File: config.mk
export PLATFORM = sky130hd
export DESIGN_NAME = aies_ram
export DESIGN_NICKNAME = d
export VERILOG_FILES = /design/src/aies_ram.sv
export SDC_FILE = /design/constraint.sdc
export NUM_CORES = 2
export LEC_CHECK = 0
export BUFFER_PORTS_ARGS = -buffer_cell sky130_fd_sc_hd__buf_2
export CAP_MARGIN = 10
export CORE_UTILIZATION = 50
export DETAILED_ROUTE_END_ITERATION = 8
export MAX_ROUTING_LAYER = met4
export PLACE_DENSITY = 0.68
export SYNTH_ARGS = -nofsm -noshare
export SYNTH_HDL_FRONTEND = slang
export SYNTH_SLANG_ARGS = --single-unit
File: constraint.sdc
create_clock -name clk -period 2.85 [get_ports clk]
set_input_delay 0.285 -clock clk [delete_from_list [all_inputs] [get_ports clk]]
set_output_delay 0.285 -clock clk [all_outputs]
set_load 0.05 [all_outputs]
File: src/aies_ram.sv
module aies_ram #(
    parameter int WIDTH = 8,
    parameter int DEPTH = 256,
    parameter int ADDR_W = (DEPTH > 1) ? $clog2(DEPTH) : 1
) (
    input  logic              clk,
    input  logic              wr_en,
    input  logic [ADDR_W-1:0] wr_addr,
    input  logic [WIDTH-1:0]  wr_data,
    input  logic              rd_en,
    input  logic [ADDR_W-1:0] rd_addr,
    output logic [WIDTH-1:0]  rd_data
);

    logic [WIDTH-1:0] mem [DEPTH];
    logic [WIDTH-1:0] rd_data_reg;

    // Write port and registered read port
    always_ff @(posedge clk)
    begin
        if (wr_en)
        begin
            mem[wr_addr] <= wr_data;
        end
        if (rd_en)
        begin
            rd_data_reg <= mem[rd_addr];
        end
    end

    assign rd_data = rd_data_reg;

endmodule

==> impl_metrics.tcl <==
set metrics [dict create \
    status "finished, final reports clean" \
    p_per_area_mw_per_mm2 680.4 \
    clk_pin_slew_ps 60 \
    worstSetupStartpointType "register" \
    synth_seq_cells 2056 \
    min_path_type "primary input to register" \
    nets 4389 \
    portBuffers 34 \
    timing.rr.end "rd_data[0]" \
    wl_per_cell_um 29.42 \
    reg2reg_depth 6 \
    fin_util 0.5904 \
    finalHoldViolCount 0 \
    cts-root-buf "clkbuf_16" \
    io_pins 35 \
    ys_seq_area_frac 0.7753 \
    syn_area_mm2 0.07964 \
    rr_startpoint "mem[66][0]" \
    antenna_found_initial 8 \
    post-route-min-period_ps 2764 \
    cp.required_ps 3460 \
    grt_start_max_net_pins 111 \
    cp_cell_sequence "mux4_2 > mux4_2 > nor2b_1 > nor4_2 > buf_4 > nor4_2" \
    gr-total-overflow 0 \
    syn_to_final_growth_pct 17.28 \
    cts_tree "built" \
    crit_start "mem[66][0]" \
    numCtsBuffers 198 \
    crit_cells 6 \
    grt_pass1_vias 40950 \
    rsz0062_at_grt "no" \
    core_area_mm2 0.1582 \
    endpoint_kind "register" \
    peakVddDrop_uv 590.9 \
    syn-num-nets 3760 \
    die_h_um 401.1 \
    critical_path.top_delay_family "multiplexers" \
    post_cts_buffers 0 \
    rows 146 \
    clk_path_buf_depth 3 \
    fin_crit_sh 0.9699 \
    crit_end "rd_data[0]" \
    clock_skew_ps 52.95 \
    synth.distinct_cells 54 \
    path_buf_inv 1 \
    vias 40810 \
    synth.avg_cell_area_um2 21.33 \
    slew_headroom 0.3613 \
    post-dp-hpwl_um 125900 \
    leakagePower_nw 30.18 \
    synth_edf_count 2056 \
    worst_pin_slew_ps 949.3 \
    ant_nets 0 \
    start_util 0.5034 \
    max_freq_mhz 361.8 \
    htree_levels 4 \
    yosys_most_used_dff "edfxtp_1" \
    regToRegSetupSlack_ps 90 \
    path_class "register to register" \
    critPathMaxStageDelay_ps 620 \
    clock_latency_ps 850 \
    cp.arrival_ps 3370 \
    gp_congestion 0.8926 \
    cap_viol_max_count 0 \
    async_flop_share 0 \
    largest_reg_flops 2048 \
    grt_pass1_wl_um 283300 \
    first_pass_iters 5 \
    drc 0 \
    synthCells 3733 \
    routed_wl_um 194400 \
    holdWs_ps 61.78 \
    ys_warn_count 0 \
    cts.sinks 2056 \
    viasPerCell 6.178 \
    path_max_fanout 1 \
    design.die.area_mm2 0.1609 \
    crit_slowest_cell "nor4_2" \
    die_w_um 401.1 \
    slew_violations 0 \
    track_usage 0.2510 \
    drive_gt1_frac 0.3123 \
    finalSetupViolCount 0 \
    drt_iter0_drc 5035 \
]
## area by class of cell
| cell class | count | area, um2 |
|---|---|---|
| sequential | 2056 | 61740 |
| clock inverter | 128 | 1536 |
| inverter | 2 | 7.507 |
| fill | 11190 | 64800 |
| antenna | 6 | 15.01 |
| clock buffer | 238 | 5126 |
| multi-input combinational | 1442 | 16500 |
| timing repair buffer | 662 | 5882 |
| tap | 2072 | 2592 |
## cell families (layout without fill, tap and decap cells)
group,after synthesis,in the layout,share of synthesized area
other cells,0,6,0
simple gates,466,466,0.02625
compound gates,385,385,0.03416
flops,2056,2056,0.7753
mux,591,591,0.1460
buf+inv,235,1030,0.01829
## report_power, final
| group | switching (mW) | leakage, nW | internal (mW) |
|---|---|---|---|
| combinational | 2.07 | 8.46 | 1.36 |
| sequential | 0.0503 | 18.5 | 33.3 |
| clock | 11.4 | 3.23 | 15.3 |
## cells in the mapped netlist (5+ instances only)
library cell / count / area share
a211oi_1: 16 / 0.0015
a21oi_1: 96 / 0.0060
a221oi_1: 13 / 0.0014
a22o_1: 8 / 0.00088
a22oi_1: 133 / 0.013
and2_1: 6 / 0.00047
buf_1: 22 / 0.0010
buf_12: 8 / 0.0020
buf_2: 31 / 0.0019
buf_4: 27 / 0.0025
buf_6: 21 / 0.0030
buf_8: 13 / 0.0025
clkbuf_1: 111 / 0.0052
edfxtp_1: 2056 / 0.78
mux2i_1: 134 / 0.017
mux4_2: 454 / 0.13
nand2_1: 33 / 0.0016
nand2b_1: 8 / 0.00063
nand3_1: 34 / 0.0021
nand4_1: 10 / 0.00079
nor2_1: 282 / 0.013
nor2b_1: 31 / 0.0024
nor3_1: 22 / 0.0014
nor4_1: 24 / 0.0019
o211ai_1: 10 / 0.00094
o21ai_0: 10 / 0.00063
o221ai_1: 46 / 0.0051
o22a_1: 5 / 0.00055
o22ai_1: 28 / 0.0022
## metal layers
| metal | global-route usage | vias up | wire length (um) |
|---|---|---|---|
| met2 | 0.3820 | 2068 | 93220 |
| li1 | - | 16950 | - |
| met1 | 0.3467 | 21480 | 76830 |
| met5 | - | - | 0 |
| met4 | 0.07461 | 0 | 5697 |
| met3 | 0.05011 | 314 | 18610 |
## worst reg2reg max path, cell delays in order (launching register included)
cell and delay [ps]:
edfxtp_1 390, mux4_2 510, mux4_2 520, nor2b_1 230
nor4_2 620, buf_4 220, nor4_2 40
## stage by stage
step | area [um2] | cells | power, mW | setup TNS [ps] | worst slack, ps
6_report | 93400 | 6606 | 63.55 | 0 | 85.73
5_1_grt | 93400 | 6606 | 65.15 | 0 | 112.0
4_1_cts | 93390 | 6600 | 63.88 | 0 | 88.96
3_5_place_dp | 86640 | 6226 | 37.44 | -2905 | -780.4
3_3_place_gp | 86640 | 6226 | 37.40 | -2714 | -731.0
2_1_floorplan | 79640 | 3733 | 35.68 | 0 | 488.9
## placed cells by master, fill, tap and decap left out, drive strengths merged, types with 28 or more instances in the layout
master	synthesis	routed
edfxtp	2056	2056
buf	122	651
mux4	456	456
nor2	282	282
clkbuf	111	241
mux2i	134	134
a22oi	133	133
a21oi	96	96
clkinv	1	94
o221ai	47	47
nand3	34	34
nand2	33	33
nor2b	31	31
o22ai	28	28
## worst min path at each step
| stage | startpoint | endpoint | slack, ps | depth (start not counted) |
|---|---|---|---|---|
| 2_1_floorplan | wr_data[0] | mem[0][0] | 380 | 0 |
| 3_3_place_gp | wr_data[6] | mem[125][6] | 630 | 1 |
| 3_5_place_dp | wr_data[6] | mem[125][6] | 630 | 1 |
| 4_1_cts | wr_addr[3] | mem[220][0] | 8 | 3 |
| 5_1_grt | wr_addr[3] | mem[220][0] | 90 | 3 |
| 6_report | wr_addr[3] | mem[220][0] | 60 | 3 |
## what timing repair did
| action | in CTS | in global routing |
|---|---|---|
| endpoints found under the setup margin | 1 | 0 |
| hold endpoints to repair | 294 | 0 |
| resized for setup | 1 | 0 |
| hold buffers | 8 | 0 |
(Power assumes the default switching activity.)
